[src/design/bed_pkg.sv]
package bed_pkg;

	localparam int BED_QUEUE_DEPTH = 4;
	localparam int BED_MAX_RES     = 3;

	typedef struct packed {
		logic [1:0]                   cnt;
		logic [BED_MAX_RES-1:0][7:0]  bytes;
		logic                         str_end;
	} bundle_t;

	typedef struct packed {
		logic    valid;
		bundle_t data;
	} qwr_t;

	typedef struct packed {
		logic full;
		logic empty;
	} qstat_t;

endpackage

[src/design/backslash_escape_decoder_core.sv]
// Path: the results of an input word are registered in the queue and leave from its head.
// Throughput: one input word per cycle unless full; one result word per cycle on pop;
// a queue of QUEUE_DEPTH result groups (up to three words each) sets how far input runs ahead.
// Reset (arst_n low, asynchronous): decoding disabled, parser in plain text, queue empty.
module backslash_escape_decoder_core #(
	parameter int QUEUE_DEPTH = bed_pkg::BED_QUEUE_DEPTH
) (
	input  logic       clk,
	input  logic       arst_n,
	input  logic       cfg_valid,
	output logic       cfg_ready,
	input  logic       cfg_data,
	input  logic       push,
	output logic       full,
	input  logic [7:0] in_byte,
	input  logic       string_end,
	output logic       empty,
	input  logic       pop,
	output logic [7:0] out_byte,
	output logic       run_last,
	output logic       string_last
);
	import bed_pkg::*;

	qwr_t    q_wr;
	qstat_t  q_stat;
	bundle_t head;
	logic    q_pop;

	bed_front u_front (
		.clk        (clk),
		.arst_n     (arst_n),
		.cfg_valid  (cfg_valid),
		.cfg_ready  (cfg_ready),
		.cfg_data   (cfg_data),
		.push       (push),
		.full       (full),
		.in_byte    (in_byte),
		.string_end (string_end),
		.q_stat     (q_stat),
		.q_wr       (q_wr)
	);

	bed_queue #(
		.DEPTH (QUEUE_DEPTH)
	) u_queue (
		.clk    (clk),
		.arst_n (arst_n),
		.q_wr   (q_wr),
		.q_pop  (q_pop),
		.q_stat (q_stat),
		.head   (head)
	);

	bed_back u_back (
		.clk         (clk),
		.arst_n      (arst_n),
		.head        (head),
		.q_stat      (q_stat),
		.q_pop       (q_pop),
		.empty       (empty),
		.pop         (pop),
		.out_byte    (out_byte),
		.run_last    (run_last),
		.string_last (string_last)
	);

`ifndef SYNTHESIS
	a_no_overrun: assert property (@(posedge clk) disable iff (!arst_n)
		q_stat.full |-> !q_wr.valid)
		else $error("queue written while full");

	a_no_underrun: assert property (@(posedge clk) disable iff (!arst_n)
		q_pop |-> !q_stat.empty)
		else $error("queue popped while empty");

	a_str_last: assert property (@(posedge clk) disable iff (!arst_n)
		(!empty && string_last) |-> run_last)
		else $error("string_last without run_last");

	a_idle_stays: assert property (@(posedge clk) disable iff (!arst_n)
		(q_stat.empty && !q_wr.valid) |=> q_stat.empty)
		else $error("queue filled without a write");
`endif

endmodule

[src/design/bed_front.sv]
module bed_front (
	input  logic           clk,
	input  logic           arst_n,
	input  logic           cfg_valid,
	output logic           cfg_ready,
	input  logic           cfg_data,
	input  logic           push,
	output logic           full,
	input  logic [7:0]     in_byte,
	input  logic           string_end,
	input  bed_pkg::qstat_t q_stat,
	output bed_pkg::qwr_t  q_wr
);
	import bed_pkg::*;

	localparam logic [2:0] PH_NORMAL = 3'd0;
	localparam logic [2:0] PH_ESC    = 3'd1;
	localparam logic [2:0] PH_HEX1   = 3'd2;
	localparam logic [2:0] PH_HEX2   = 3'd3;
	localparam logic [2:0] PH_OCT    = 3'd4;

	localparam logic [7:0] BSLASH   = 8'h5C;
	localparam logic [7:0] ESC_CODE = 8'h1B;
	localparam logic [7:0] CH_0     = 8'h30;
	localparam logic [7:0] CH_7     = 8'h37;
	localparam logic [7:0] CH_E     = 8'h65;
	localparam logic [7:0] CH_F     = 8'h66;
	localparam logic [7:0] CH_N     = 8'h6E;
	localparam logic [7:0] CH_R     = 8'h72;
	localparam logic [7:0] CH_T     = 8'h74;
	localparam logic [7:0] CH_V     = 8'h76;
	localparam logic [7:0] CH_X     = 8'h78;

	function automatic bundle_t emit(bundle_t a, logic [7:0] x);
		bundle_t r;
		r = a;
		case (a.cnt)
			2'd0: r.bytes[0] = x;
			2'd1: r.bytes[1] = x;
			2'd2: r.bytes[2] = x;
			default: ;
		endcase
		if (a.cnt != 2'd3)
			r.cnt = a.cnt + 2'd1;
		return r;
	endfunction

	function automatic bundle_t flush(bundle_t a, logic [2:0] ph, logic [7:0] pv);
		bundle_t r;
		case (ph)
			PH_ESC:  r = emit(a, BSLASH);
			PH_HEX1: r = emit(emit(a, BSLASH), CH_X);
			PH_HEX2: r = emit(a, pv);
			PH_OCT:  r = emit(a, pv);
			default: r = a;
		endcase
		return r;
	endfunction

	// {valid, value}
	function automatic logic [4:0] hex_digit(logic [7:0] b);
		logic [4:0] r;
		if (b inside {[8'h30:8'h39]})
			r = {1'b1, b[3:0]};
		else if (b inside {[8'h61:8'h66], [8'h41:8'h46]})
			r = {1'b1, b[3:0] + 4'd9};
		else
			r = 5'd0;
		return r;
	endfunction

	logic       en_q;
	logic [2:0] phase_q;
	logic [7:0] pend_q;
	logic [1:0] dcnt_q;

	logic [2:0] ph_d;
	logic [7:0] pv_d;
	logic [1:0] dc_d;
	logic       fn;
	logic       oct;
	logic [4:0] hx;
	bundle_t    acc;
	logic       accept;

	assign cfg_ready = 1'b1;
	assign full      = q_stat.full;
	assign accept    = push & ~q_stat.full;

	always_comb begin
		acc         = '0;
		acc.str_end = string_end;
		ph_d        = phase_q;
		pv_d        = pend_q;
		dc_d        = dcnt_q;
		fn          = 1'b0;
		hx          = hex_digit(in_byte);
		oct         = in_byte inside {[CH_0:CH_7]};
		if (!en_q) begin
			acc  = flush(acc, phase_q, pend_q);
			ph_d = PH_NORMAL;
			acc  = emit(acc, in_byte);
		end else begin
			case (phase_q)
				PH_ESC: begin
					ph_d = PH_NORMAL;
					case (in_byte)
						CH_E:   acc = emit(acc, ESC_CODE);
						CH_F:   acc = emit(acc, 8'h0C);
						CH_N:   acc = emit(acc, 8'h0A);
						CH_R:   acc = emit(acc, 8'h0D);
						CH_T:   acc = emit(acc, 8'h09);
						CH_V:   acc = emit(acc, 8'h0B);
						BSLASH: acc = emit(acc, BSLASH);
						CH_X:   ph_d = PH_HEX1;
						CH_0: begin
							pv_d = 8'd0;
							dc_d = 2'd3;
							ph_d = PH_OCT;
						end
						default: begin
							if (oct) begin
								pv_d = {5'd0, in_byte[2:0]};
								dc_d = 2'd2;
								ph_d = PH_OCT;
							end else begin
								acc = emit(acc, BSLASH);
								acc = emit(acc, in_byte);
							end
						end
					endcase
				end
				PH_HEX1: begin
					if (hx[4]) begin
						pv_d = {4'd0, hx[3:0]};
						ph_d = PH_HEX2;
					end else begin
						acc = emit(acc, BSLASH);
						acc = emit(acc, CH_X);
						fn  = 1'b1;
					end
				end
				PH_HEX2: begin
					if (hx[4]) begin
						acc  = emit(acc, {pend_q[3:0], hx[3:0]});
						ph_d = PH_NORMAL;
					end else begin
						acc = emit(acc, pend_q);
						fn  = 1'b1;
					end
				end
				PH_OCT: begin
					if (oct) begin
						pv_d = {pend_q[4:0], in_byte[2:0]};
						dc_d = dcnt_q - 2'd1;
						if (dc_d == 2'd0) begin
							acc  = emit(acc, pv_d);
							ph_d = PH_NORMAL;
						end
					end else begin
						acc = emit(acc, pend_q);
						fn  = 1'b1;
					end
				end
				default: fn = 1'b1;
			endcase
			if (fn) begin
				ph_d = PH_NORMAL;
				if (in_byte == BSLASH) begin
					if (string_end)
						acc = emit(acc, BSLASH);
					else
						ph_d = PH_ESC;
				end else begin
					acc = emit(acc, in_byte);
				end
			end
			if (string_end) begin
				acc  = flush(acc, ph_d, pv_d);
				ph_d = PH_NORMAL;
			end
		end
	end

	assign q_wr.valid = accept && (acc.cnt != 2'd0);
	assign q_wr.data  = acc;

	always_ff @(posedge clk or negedge arst_n) begin
		if (!arst_n) begin
			en_q    <= 1'b0;
			phase_q <= PH_NORMAL;
			pend_q  <= 8'd0;
			dcnt_q  <= 2'd0;
		end else begin
			if (cfg_valid)
				en_q <= cfg_data;
			if (accept) begin
				phase_q <= ph_d;
				pend_q  <= pv_d;
				dcnt_q  <= dc_d;
			end
		end
	end

endmodule

[src/design/bed_queue.sv]
module bed_queue #(
	parameter int DEPTH = bed_pkg::BED_QUEUE_DEPTH
) (
	input  logic             clk,
	input  logic             arst_n,
	input  bed_pkg::qwr_t    q_wr,
	input  logic             q_pop,
	output bed_pkg::qstat_t  q_stat,
	output bed_pkg::bundle_t head
);
	import bed_pkg::*;

	localparam int PW = $clog2(DEPTH);
	localparam int CW = $clog2(DEPTH + 1);

	bundle_t         mem_q [DEPTH];
	logic [PW-1:0]   wr_ptr_q;
	logic [PW-1:0]   rd_ptr_q;
	logic [CW-1:0]   cnt_q;

	assign q_stat.full  = (cnt_q == CW'(DEPTH));
	assign q_stat.empty = (cnt_q == '0);
	assign head         = mem_q[rd_ptr_q];

	always_ff @(posedge clk) begin
		if (q_wr.valid)
			mem_q[wr_ptr_q] <= q_wr.data;
	end

	always_ff @(posedge clk or negedge arst_n) begin
		if (!arst_n) begin
			wr_ptr_q <= '0;
			rd_ptr_q <= '0;
			cnt_q    <= '0;
		end else begin
			if (q_wr.valid)
				wr_ptr_q <= (wr_ptr_q == PW'(DEPTH - 1)) ? '0 : wr_ptr_q + PW'(1);
			if (q_pop)
				rd_ptr_q <= (rd_ptr_q == PW'(DEPTH - 1)) ? '0 : rd_ptr_q + PW'(1);
			case ({q_wr.valid, q_pop})
				2'b10:   cnt_q <= cnt_q + CW'(1);
				2'b01:   cnt_q <= cnt_q - CW'(1);
				default: cnt_q <= cnt_q;
			endcase
		end
	end

endmodule

[src/design/bed_back.sv]
module bed_back (
	input  logic             clk,
	input  logic             arst_n,
	input  bed_pkg::bundle_t head,
	input  bed_pkg::qstat_t  q_stat,
	output logic             q_pop,
	output logic             empty,
	input  logic             pop,
	output logic [7:0]       out_byte,
	output logic             run_last,
	output logic             string_last
);
	import bed_pkg::*;

	logic [1:0] idx_q;
	logic       last;
	logic       take;

	assign empty       = q_stat.empty;
	assign take        = pop & ~q_stat.empty;
	assign last        = (idx_q == head.cnt - 2'd1);
	assign run_last    = last;
	assign string_last = last & head.str_end;
	assign q_pop       = take & last;

	always_comb begin
		case (idx_q)
			2'd0:    out_byte = head.bytes[0];
			2'd1:    out_byte = head.bytes[1];
			default: out_byte = head.bytes[2];
		endcase
	end

	always_ff @(posedge clk or negedge arst_n) begin
		if (!arst_n) begin
			idx_q <= 2'd0;
		end else if (take) begin
			idx_q <= last ? 2'd0 : idx_q + 2'd1;
		end
	end

endmodule
[config.mk]
export PLATFORM = sky130hd
export DESIGN_NAME = backslash_escape_decoder_core
export DESIGN_NICKNAME = d
export VERILOG_FILES = /design/src/design/bed_pkg.sv /design/src/design/backslash_escape_decoder_core.sv /design/src/design/bed_front.sv /design/src/design/bed_queue.sv /design/src/design/bed_back.sv
export SDC_FILE = /design/constraint.sdc
export NUM_CORES = 1
export LEC_CHECK = 0
export BUFFER_PORTS_ARGS = -buffer_cell sky130_fd_sc_hd__buf_2
export CORE_MARGIN = 10
export CORE_UTILIZATION = 40
export CTS_CLUSTER_DIAMETER = 60
export DETAILED_ROUTE_END_ITERATION = 6
export GPL_ROUTABILITY_DRIVEN = 0
export GPL_TIMING_DRIVEN = 0
export PLACE_DENSITY = 0.55
export SYNTH_ARGS = -nofsm -noshare
export SYNTH_HDL_FRONTEND = slang
export SYNTH_HIERARCHICAL = 1
export SYNTH_SLANG_ARGS = --single-unit
[constraint.sdc]
create_clock -name clk -period 4.75 [get_ports clk]
set_clock_uncertainty 0.2 [all_clocks]
set_input_delay 0.2375 -clock clk [delete_from_list [all_inputs] [get_ports clk]]
set_output_delay 0.2375 -clock clk [all_outputs]
set_load 0.05 [all_outputs]
==> summary.txt, run 1 <==
Worst setup path
  – Worst R2R Setup Slack: 460 ps
  – Start point of the critical path: in_byte[1]
  – Worst EP arrival: 4240 ps
  – FF-to-FF End: u_queue/mem_q[0][9]
  – Crit path depth: 11
  – Worst Setup End Kind: flip-flop
  – Max stage delay cell, worst path: and2_2
  – Crit-path max FO: 27
  – Critical Path Sink: u_queue/mem_q[0][9]
  – Worst r2r src: u_front/phase_q[2]
  – Worst-case reg-to-reg path depth: 8
  – Worst path bufs/invs: 3
  – CP peak stage delay: about 800 ps
  – Worst setup path class: in -> reg
  – Critical Path, Cell by Cell: buf_2 > clkbuf_1 > inv_1 > ha_1 > nor3b_1 > a311oi_2 > o21ai_0 > a21o_1 > and2_1 > a31oi_1 > and2_2
  – Crit start category: primary input
  – CP delay by family, top: compound AO/OA/AOI/OAI gates
  – Crit path required time: around 4600 ps

Outcome
  – Outcome: complete, no violations

Drt
  – DR WL/cell: 22.0 microns
  – Drt first pass iters: 6
  – Final wirelength: between 20,000 and 25,000 microns
  – Detailed-route DRC error count: 0
  – Starting DRC count in detailed routing: approximately 540
  – Post-DRT Antenna Nets: 0
  – DR vias/cell: around 6.0
  – Via count: about 5,500

Synth
  – Syn_nets: between 600 and 700
  – Yosys top cell area share: around 45%
  – Sequential fraction of the synthesis area: 52.4%
  – Dominant synthesized flop cell: edfxtp_1
  – Fraction of registers with async set or reset after synthesis: 17.6%
  – Mapped Cells: approximately 620
  – Count of cell types in the netlist: between 70 and 80
  – Mapped cell area: around 7300 sq um
  – Synth Area per Inst: about 12 sq um
  – Yosys reg bits: ~130
  – Number of flops mapped to enable cells by yosys: between 100 and 150
  – Post-synth top area cell: edfxtp_1
  – Synth area leaders: edfxtp_1 45%, mux4_2 8.0%, dfrtp_1 7.9%, nand2_1 4.1%, o21ai_0 2.6%
  – Ys Warns: 6

GRT
  – Vias in the first global route: around 5,600
  – Initial antenna violation count: 0
  – Largest net degree at the start of global routing: 28
  – Overflow after GRT: 0
  – First-pass GRT wire length: between 30,000 and 40,000 microns
  – Global-route usage over all layers: 16.7%

Timing
  – # setup viols final: 0
  – RSZ-0062 raised after global routing: no
  – Fin crit period: around 4400 ps
  – Slew headroom: a little over two fifths
  – Final Cycle Share: just over 90%
  – Final Hold Viols: 0
  – Minimum hold slack: ~40 ps
  – Slew Viols, Final: 0
  – Least-Margin Pin Slew: about 850 ps
  – Highest clock rate: between 200 and 250 MHz

Clock network
  – Htree depth: 4
  – Clock Tree Buf Depth: 2
  – Post CTS Setup Buffer Count: 0
  – CTS tree: yes
  – Cts bufs inserted: 17
  – Clock Pin Slew Worst Setup and Hold Paths: about 50 ps
  – # clock sinks: about 130
  – Root Driver: clkbuf_16
  – Clk Latency, worst-skew pair: 410 ps

Min path
  – Tightest Hold Check Type: in -> reg
  – HP Start: pop

Die
  – Starting density of the core: about two fifths
  – Row cnt: between 40 and 50
  – Die X: approximately 150 microns
  – Num ports: 28
  – Die ar.: ~24,000 sq um
  – Core area: between 15,000 and 20,000 sq um
  – Die Height: approximately 150 microns

Layout
  – # fillers: approximately 1,600
  – Nets: 700
  – Antenna Cells: 0
  – Non-filler cells, final: between 900 and 1,000
  – Layout area overhead: 15.0%
  – Layout cells sized above 1: 17.8%

Placement
  – DP Cell Count: between 800 and 900
  – Buffers on Ports: 25
  – HPWL Detailed: 14,100 microns

Job
  – Max_cap viols: 0

Power
  – PwrDens: approximately 550 nW/um^2
  – Static Leakage: 2.98 nW
  – Max VDD drop: between 0.0003 and 0.0004 V
worst min-delay path: cells and delay by family:
family                 cells  cell delay [ps]
buffers and inverters      1              110
AOI/OAI and AO/OA          2              180
and+or+nand+nor            1               80
where the power goes:
part / switching [mW] / leakage [nW] / internal, mW
clock network: 0.473 / 0.309 / 0.932
registers: 0.0725 / 1.31 / 1.50
logic: 1.07 / 1.36 / 0.572
total: 1.62 / 2.98 / 3.01
per-stage QoR:
step | util, % | power, mW | worst slack (ps) | setup TNS, ps | cell area (sq um)
after floorplan | - | 2.82 | 1050 | 0 | 7290
after global placement | 42.9 | 3.23 | -553 | -58300 | 7700
after detailed placement | 42.9 | 3.26 | -46.2 | -3290 | 7700
after CTS | 46.7 | 4.69 | 383 | 0 | 8380
after global routing | 46.7 | 4.87 | 75.4 | 0 | 8380
final | 46.7 | 4.62 | 342 | 0 | 8380
kinds of logic (layout without fill, tap and decap cells):
| logic type | after synthesis | in the layout | share of synthesized area, % |
|---|---|---|---|
| AO/OA/AOI/OAI | 172 | 172 | 16.4 |
| XOR/XNOR | 9 | 9 | 1.08 |
| adder cells (fa/ha/maj) | 14 | 14 | 2.51 |
| buffers and inverters | 62 | 123 | 3.88 |
| flip-flops | 131 | 131 | 52.4 |
| multiplexers | 39 | 39 | 10.1 |
| other | 1 | 1 | 0.0515 |
| AND/OR/NAND/NOR | 195 | 195 | 13.5 |
Yosys cell counts (9+ instances only):
| master | instances |
|---|---|
| mux4_2 | 26 |
| nand2_1 | 79 |
| o21ai_0 | 38 |
| dfrtp_1 | 23 |
| edfxtp_1 | 108 |
| nand3_1 | 9 |
| o22ai_1 | 11 |
| inv_1 | 15 |
| nor2_1 | 34 |
| a31oi_1 | 9 |
| and2_1 | 15 |
| ha_1 | 13 |
| a21oi_1 | 33 |
| clkbuf_1 | 30 |
final cells by class:
class | count | area [sq um] | area share, %
timing repair buffer | 29 | 165 | 1.97
sequential | 131 | 3820 | 45.6
inverter | 16 | 60.1 | 0.716
clock inverter | 13 | 206 | 2.46
tap | 229 | 287 | 3.42
clock buffer | 19 | 433 | 5.16
buffer | 46 | 223 | 2.66
multi-input combinational | 430 | 3190 | 38.1
routing by layer:
layer,wire length [microns],vias up,GRT usage (%)
met3,1140,41,3.89
met2,10000,206,28.1
met4,440,0,5.89
met1,8510,2753,20.6
met5,0,-,0
li1,-,2486,-
how the worst min path moves through the flow:
stage | to | cells past startpoint
2_1_floorplan | u_back/idx_q[0] | 0
6_report | u_back/idx_q[1] | 4
3_5_place_dp | u_queue/cnt_q[0] | 1
4_1_cts | u_back/idx_q[1] | 4
5_1_grt | u_back/idx_q[1] | 4
3_3_place_gp | u_front/pend_q[6] | 1
sequential cells by signal (all words and copies together) (netlist names):
signal            flops
u_front/en_q          1
u_queue/mem_q       108
u_front/pend_q        8
u_front/dcnt_q        2
u_queue/wr_ptr_q      2
u_queue/rd_ptr_q      2
u_queue/cnt_q         3
u_back/idx_q          2
u_front/phase_q       3
placed cells by master, fill, tap and decap left out, types with 7 or more instances in the layout:
master,count
edfxtp_1,108
nand2_1,79
o21ai_0,38
nor2_1,34
a21oi_1,33
clkbuf_1,32
buf_2,31
mux4_2,26
dfrtp_1,23
clkbuf_16,17
inv_1,15
ha_1,13
and2_1,11
o22ai_1,11
nand3_1,9
a31oi_1,9
a22oi_1,8
nand2b_1,8
mux2i_1,8
a211oi_1,7
nor2b_1,7
a221oi_1,7
repair_timing:
item | CTS | global route
hold endpoints to repair | 28 | 0
gates resized for setup | 0 | 0
hold buffers | 4 | 0
(Power assumes the default switching activity.)
==> run 2, diff against run 1 <==
- SYNTH_HIERARCHICAL: 1 -> not set
==> summary.txt, run 2 <==
Drt
  – Via count: 5,275 (-3.8%)
  – Drt first pass iters: 6 (unchanged)
  – DR WL/cell: 21.9 microns (-0.65%)
  – Final wirelength: 19,100 microns (-5.1%)
  – Post-DRT Antenna Nets: 0 (unchanged)
  – DR vias/cell: 6.05 (+0.67%)
  – Detailed-route DRC error count: 0 (unchanged)
  – Starting DRC count in detailed routing: 743 (+37%)

Power
  – Static Leakage: 2.90 nW (-2.7%)
  – Max VDD drop: 0.000471 V (+37%)
  – PwrDens: 552 nW/um^2 (+0.17%)
  – Power Total: 4.51 mW (-2.4%)

Clock network
  – Clock Pin Slew Worst Setup and Hold Paths: 60 ps (about the same)
  – Post-CTS Hold Fix Bufs: 5 (+1)
  – Cts bufs inserted: 17 (unchanged)
  – Root Driver: clkbuf_16
  – Htree depth: 4 (unchanged)
  – Clk Latency, worst-skew pair: 420 ps (about the same)
  – # clock sinks: 131 (unchanged)
  – Post CTS Setup Buffer Count: 0 (unchanged)
  – CTS tree: yes
  – Cts repair resizes: 0 (unchanged)
  – Clock Tree Buf Depth: 2 (unchanged)

Placement
  – Placement Setup Slack: 182 ps (+228 ps)
  – HPWL Detailed: 13,500 microns (-4.0%)
  – Buffers on Ports: 24 (-4.0%)

Worst setup path
  – Worst-case reg-to-reg path depth: 8 (unchanged)
  – CP peak stage delay: 630 ps (-150 ps)
  – Worst Setup End Kind: flip-flop
  – Worst setup path class: in -> reg
  – Max stage delay cell, worst path: a21oi_1
  – CP dominant cell by count: inv_1
  – Crit path required time: 4890 ps (+300 ps)
  – Crit-path max FO: 10 (-63%)
  – Crit start category: primary input
  – Critical Path, Cell by Cell: buf_2 > clkbuf_1 > inv_1 > ha_1 > nand2_1 > o2111ai_1 > a21oi_1 > o211ai_2 > a21oi_4 > a41oi_4 > inv_1 > ha_1 > inv_1 > fa_1 > xor2_1 > nor2_1 > xor2_1
  – Worst EP arrival: 4380 ps (+140 ps)

Layout
  – Final core occ: 47.2% (+0.56 points)
  – Antenna Cells: 0 (unchanged)
  – Max reg flops: 108 (unchanged)
  – # fillers: 1,593 (-2.9%)
  – Nets: 664 (-5.1%)
  – Most frequent cells in the layout: 108 x edfxtp_1, 44 x nand2_1, 39 x nor2_1, 35 x o21ai_0, 31 x buf_2
  – Most flop-heavy register: u_queue.mem_q
  – Layout cells sized above 1: 17.8% (-0.062 points)
  – Largest regs: u_queue.mem_q x108, u_front.pend_q x8
  – Commonest non-fill, non-tap cell in the layout: edfxtp_1
  – Layout area overhead: 15.4%

Synth
  – Top-count cell post-synth: edfxtp_1
  – Yosys reg bits: 131 (unchanged)
  – Commonest cells post-synth: 108 x edfxtp_1, 44 x nand2_1, 39 x nor2_1
  – Dominant synthesized flop cell: edfxtp_1
  – Mapped Cells: 586 (-5.9%)
  – Synth Area per Inst: 12.1 sq um (+3.3%)
  – Syn_nets: 616 (-5.5%)
  – Mapped cell area: 7080 sq um (-2.9%)
  – Yosys top cell area share: 45.8% (+1.3 points)
  – Number of flops mapped to enable cells by yosys: 108 (unchanged)
  – Ys Warns: 0 (-6)
  – Largest family of logic cells by synthesized area: compound AO/OA/AOI/OAI gates
  – Post-Synth XOR/XNOR Area: 0.990% (-0.092 points)
  – Synth area leaders: edfxtp_1 46%, mux4_2 8.6%, dfrtp_1 8.1%, ha_1 2.5%, o21ai_0 2.5%
  – Sequential fraction of the synthesis area: 53.9% (+1.5 points)
  – Synth Area in Compound Gates: 16.6% (+0.18 points)
  – Simple-Gate Fraction of Synth Area: 11.9% (-1.7 points)
  – Fraction of registers with async set or reset after synthesis: 17.6% (unchanged)
  – Mux cell area share after synthesis: 10.2% (+0.085 points)
  – Count of cell types in the netlist: 79 (+1.3%)
  – Post-synth top area cell: edfxtp_1
  – Post-Synth Adder-Cell Area: 2.76% (+0.25 points)

GRT
  – First-pass GRT wire length: 30,300 microns (-3.2%)
  – Largest net degree at the start of global routing: 28 (unchanged)
  – Global-route usage over all layers: 16.3% (-0.46 points)
  – Overflow after GRT: 0 (unchanged)
  – Vias in the first global route: 5,371 (-4.0%)
  – Initial antenna violation count: 0 (unchanged)

Die
  – Core area: 17,300 sq um (-3.7%)
  – Row cnt: 48 (-2.0%)
  – Die X: 153 microns (-1.2%)
  – Die Height: 153 microns (-1.2%)
  – Num ports: 28 (unchanged)
  – Starting density of the core: 40.9% (+0.36 points)
  – Die ar.: 23,400 sq um (-2.5%)

Outcome
  – Outcome: complete, no violations

Timing
  – Highest clock rate: 235 MHz (+3.8%)
  – Setup WS post-layout: 503 ps (+160 ps)
  – Slew Viols, Final: 0 (unchanged)
  – Final Hold Viols: 0 (unchanged)
  – Final TNS setup: 0 ps (unchanged)
  – Final Cycle Share: 89.4% (-3.4 points)
  – Least-Margin Pin Slew: 935 ps (+84.5 ps)
  – RSZ-0062 raised after global routing: no
  – Slew headroom: 37.6% (-5.4 points)
  – # setup viols final: 0 (unchanged)
  – Fin crit period: 4250 ps (-160 ps)

Min path
  – Tightest Hold Check Type: in -> reg
  – Hold depth: 4 (unchanged)

Job
  – Max_cap viols: 0 (unchanged)
-- run 2: cell count changes after synthesis, moves of 5 or more --
| cell | delta |
|---|---|
| nand2_1 | -35 |
| inv_1 | +11 |
| nor2_1 | +5 |
| nand3b_1 | +5 |
| o22ai_1 | -6 |
| o21ai_1 | +21 |
| a21oi_1 | -5 |
| clkbuf_1 | -7 |
-- run 2: power breakdown --
group | total (mW) | internal (mW) | switching [mW] | leakage, nW
logic | 1.53 | 0.528 | 1.01 | 1.31
registers | 1.59 | 1.51 | 0.0868 | 1.29
clock network | 1.38 | 0.885 | 0.497 | 0.299
-- run 2: logic make-up after synthesis --
logic type,count (synthesis)
and+or+nand+nor,158
adders and majority gates,15
AOI/OAI and AO/OA,173
buffers and inverters,63
xor gates and xnor gates,8
muxes,37
DFF,131
other,1
-- run 2: worst max-delay path, delay by kind of cell --
kind / cells / cell delay, ps
AOI/OAI and AO/OA: 5 / 1640
xor gates and xnor gates: 2 / 300
buffers and inverters: 5 / 980
adders and majority gates: 3 / 920
and+or+nand+nor: 2 / 300
-- run 2: final timing paths --
| kind | slack [ps] | from | endpoint |
|---|---|---|---|
| max | 500 | in_byte[0] | u_queue.cnt_q[2] |
| min | 90 | push | u_front.phase_q[2] |
| max reg2reg | 990 | u_front.phase_q[2] | u_queue.mem_q[3][10] |
| min reg2reg | 290 | u_queue.cnt_q[2] | u_queue.cnt_q[2] |
| max in group asynchronous | 3840 | arst_n | u_front.pend_q[4] |
| min in group asynchronous | 140 | arst_n | u_back.idx_q[1] |
-- run 2: per-layer routing --
metal / track usage, % / vias to the layer above / wire length (microns)
met1: 20.6 / 2626 / 8140
li1: - / 2365 / -
met4: 5.95 / 0 / 516
met3: 3.96 / 43 / 1400
met2: 26.3 / 241 / 9010
met5: 0 / - / 0
-- run 2: area by class of cell --
type                    count  area, sq um  share of cell area, %
plain buffers              37          155                   1.90
clock buffers              18          429                   5.25
clock inverters            14          203                   2.48
inverters                  26         97.6                   1.19
multi-input cells         392         3010                   36.9
flip-flops and latches    131         3820                   46.8
well taps                 225          282                   3.45
repair buffers             29          170                   2.08
-- run 2: metrics by stage --
| stage | std cells | hold slack (ps) | instance area [sq um] |
|---|---|---|---|
| finish | 872 | 87.1 | 8170 |
| CTS | 872 | 72.9 | 8170 |
| global route | 872 | 89.6 | 8170 |
| detailed placement | 835 | 55.8 | 7490 |
| floorplan | 586 | -258 | 7080 |
| global placement | 835 | 42.3 | 7480 |
==> run 3, diff against run 2 <==
==> constraint.sdc (replaced) <==
create_clock -name clk -period 4.75 [get_ports clk]
set_clock_uncertainty 0.2 [all_clocks]
set_input_delay 1.1875 -clock clk [delete_from_list [all_inputs] [get_ports clk]]
set_output_delay 1.1875 -clock clk [all_outputs]
set_load 0.05 [all_outputs]
==> summary.txt, run 3 (synthesized netlist as in run 2, its figures left out) <==
Worst setup path
  – Start point of the critical path: in_byte[0]
  – Worst Setup End Kind: flip-flop
  – FF-to-FF End: u_queue.cnt_q[2]
  – Worst R2R Setup Slack: 1020 ps (+30 ps)
  – Worst EP arrival: 4760 ps (+380 ps)
  – Crit path required time: 4880 ps (about the same)
  – Worst setup path class: in -> reg
  – Worst-case reg-to-reg path depth: 15 (+7)
  – Worst r2r src: u_front.phase_q[2]
  – Crit-path max FO: 10 (unchanged)
  – Crit start category: primary input

GRT
  – Overflow after GRT: 0 (unchanged)
  – Global-route usage over all layers: 16.3% (about the same)
  – Vias in the first global route: 5,357 (-0.26%)
  – Largest net degree at the start of global routing: 28 (unchanged)
  – Initial antenna violation count: 0 (unchanged)
  – First-pass GRT wire length: 30,300 microns (-0.11%)

Layout
  – Antenna Cells: 0 (unchanged)
  – Multi-input logic area: 3050 sq um (+1.2%)
  – Most frequent cells in the layout: 108 x edfxtp_1, 44 x nand2_1, 39 x nor2_1, 35 x o21ai_0, 32 x buf_2
  – # fillers: 1,589 (-0.25%)
  – Layout area overhead: 15.9%
  – Register area: 3820 sq um (unchanged)
  – Layout cells sized above 1: 19.6% (+1.8 points)
  – Max reg flops: 108 (unchanged)
  – Commonest non-fill, non-tap cell in the layout: edfxtp_1
  – Nets: 665 (+0.15%)
  – Most flop-heavy register: u_queue.mem_q
  – Largest regs: u_queue.mem_q x108, u_front.pend_q x8

Min path
  – HP Start: u_queue.cnt_q[2]
  – Hold EP: u_queue.cnt_q[2]
  – Tightest Hold Check Type: reg -> reg
  – Hold depth: 1 (-3)

Outcome
  – Outcome: complete, no violations

Drt
  – Detailed route wirelength on metal2: 8990 microns (-0.26%)
  – Via count: 5,238 (-0.70%)
  – DR vias/cell: 6.00 (-0.82%)
  – Top layer in use: met4
  – Post-Route M1 WL: 8260 microns (+1.5%)
  – Met3 WL: 1340 microns (-3.8%)
  – DR WL/cell: 21.9 microns (+0.17%)
  – Detailed-route DRC error count: 0 (unchanged)
  – Post-DRT Antenna Nets: 0 (unchanged)
  – Final wirelength: 19,100 microns (+0.28%)
  – Starting DRC count in detailed routing: 773 (+4.0%)
  – Drt first pass iters: 6 (unchanged)

Power
  – Clk pwr share: 30.6% (about the same)
  – Flop pwr share: 35.2% (-0.2 points)
  – PwrDens: 551 nW/um^2 (-0.25%)
  – Sw Pwr: 1.59 mW (+0.23%)
  – Logic gate share of total power: 34.2% (+0.2 points)
  – Max VDD drop: 0.000471 V (about the same)
  – Net Sw Frac: 35.3% (about the same)
  – Int Power: 2.93 mW (+0.15%)
  – Static Leakage: 2.93 nW (+1.0%)

Clock network
  – Root Driver: clkbuf_16
  – Clock Tree Buf Depth: 2 (unchanged)
  – Post-CTS Hold Fix Bufs: 0 (-5)
  – # clock sinks: 131 (unchanged)
  – Clock Pin Slew Worst Setup and Hold Paths: 60 ps (about the same)
  – Clk Latency, worst-skew pair: 420 ps (about the same)
  – Htree depth: 4 (unchanged)
  – Cts bufs inserted: 17 (unchanged)
  – CTS tree: yes

Die
  – Row cnt: 48 (unchanged)
  – Num ports: 28 (unchanged)
  – Core area: 17,300 sq um (unchanged)
  – Starting density of the core: 40.9% (unchanged)
  – Die X: 153 microns (unchanged)
  – Die ar.: 23,400 sq um (unchanged)
  – Die Height: 153 microns (unchanged)

Timing
  – Slew Viols, Final: 0 (unchanged)
  – Least-Margin Pin Slew: 824 ps (-111 ps)
  – Setup WS post-layout: 121 ps (-382 ps)
  – Slew headroom: 44.8% (+7.2 points)
  – Final Cycle Share: 97.5% (+8.0 points)
  – Highest clock rate: 216 MHz (-8.3%)
  – RSZ-0062 raised after global routing: yes
  – Final Hold Viols: 0 (unchanged)
  – Final TNS setup: 0 ps (unchanged)
  – # setup viols final: 0 (unchanged)
  – Fin crit period: 4630 ps (+382 ps)

Placement
  – Placement Setup Slack: -768 ps (-950 ps)
  – Buffers on Ports: 24 (unchanged)
  – HPWL Detailed: 13,500 microns (unchanged)

Job
  – Max_cap viols: 0 (unchanged)
## run 3: cell type report
| cell class | count | share of cell area, % |
|---|---|---|
| clock buffer | 18 | 5.23 |
| multi-input combinational | 392 | 37.2 |
| tap | 225 | 3.43 |
| timing repair buffer | 30 | 2.01 |
| inverter | 26 | 1.19 |
| sequential | 131 | 46.6 |
| clock inverter | 14 | 2.47 |
| buffer | 37 | 1.94 |
## run 3: worst max-delay path by stage
| stage | end | slack, ps | depth (start not counted) |
|---|---|---|---|
| CTS | u_queue.cnt_q[2] | 80 | 17 |
| detailed placement | u_queue.mem_q[3][17] | -770 | 11 |
| global route | u_queue.cnt_q[2] | -50 | 17 |
| finish | u_queue.cnt_q[2] | 120 | 16 |
| global placement | u_queue.mem_q[2][9] | -1310 | 11 |
| floorplan | u_queue.mem_q[3][0] | 80 | 10 |
## run 3: timing repair
| item | 4_1_cts | 5_1_grt |
|---|---|---|
| buffers inserted | 0 | 6 |
| resized for setup | 8 | 6 |
| endpoints found under the setup margin | 110 | 8 |
| pin swaps | 0 | 3 |
| hold endpoints to repair | 0 | 0 |
## run 3: critical path: stages
cell     delay (ps)
buf_2           130
buf_2           240
inv_1           170
ha_1            270
nor3b_1         340
nor4_4           90
nor3_1          510
o211a_2         350
a41oi_4         200
inv_1           130
ha_1            200
inv_1            70
fa_1            430
xor2_1          150
nor2_1          120
xor2_1          150
## run 3: stage by stage
stage / power (mW) / hold WS [ps] / cell area [sq um] / util [%] / std cells
6_report: 4.52 / 291 / 8200 / 47.4 / 873
3_3_place_gp: 3.14 / 276 / 7480 / 43.3 / 835
5_1_grt: 4.77 / 303 / 8200 / 47.4 / 873
2_1_floorplan: 2.75 / 256 / 7080 / - / 586
4_1_cts: 4.57 / 293 / 8140 / 47.0 / 867
3_5_place_dp: 3.18 / 281 / 7490 / 43.3 / 835
## run 3: power by group through the flow
| stage | clock network [mW] | logic (mW) | registers (mW) |
|---|---|---|---|
| after floorplan | 0 | 1.17 | 1.59 |
| after global placement | 0 | 1.53 | 1.61 |
| after detailed placement | 0 | 1.56 | 1.62 |
| after CTS | 1.41 | 1.57 | 1.59 |
| after global routing | 1.46 | 1.69 | 1.61 |
| final | 1.38 | 1.55 | 1.59 |
## run 3: layer usage
| layer | vias to the layer above | GRT usage (%) |
|---|---|---|
| li1 | 2368 | - |
| met1 | 2570 | 20.7 |
| met2 | 251 | 26.2 |
| met3 | 49 | 3.96 |
| met4 | 0 | 5.95 |
| met5 | - | 0 |
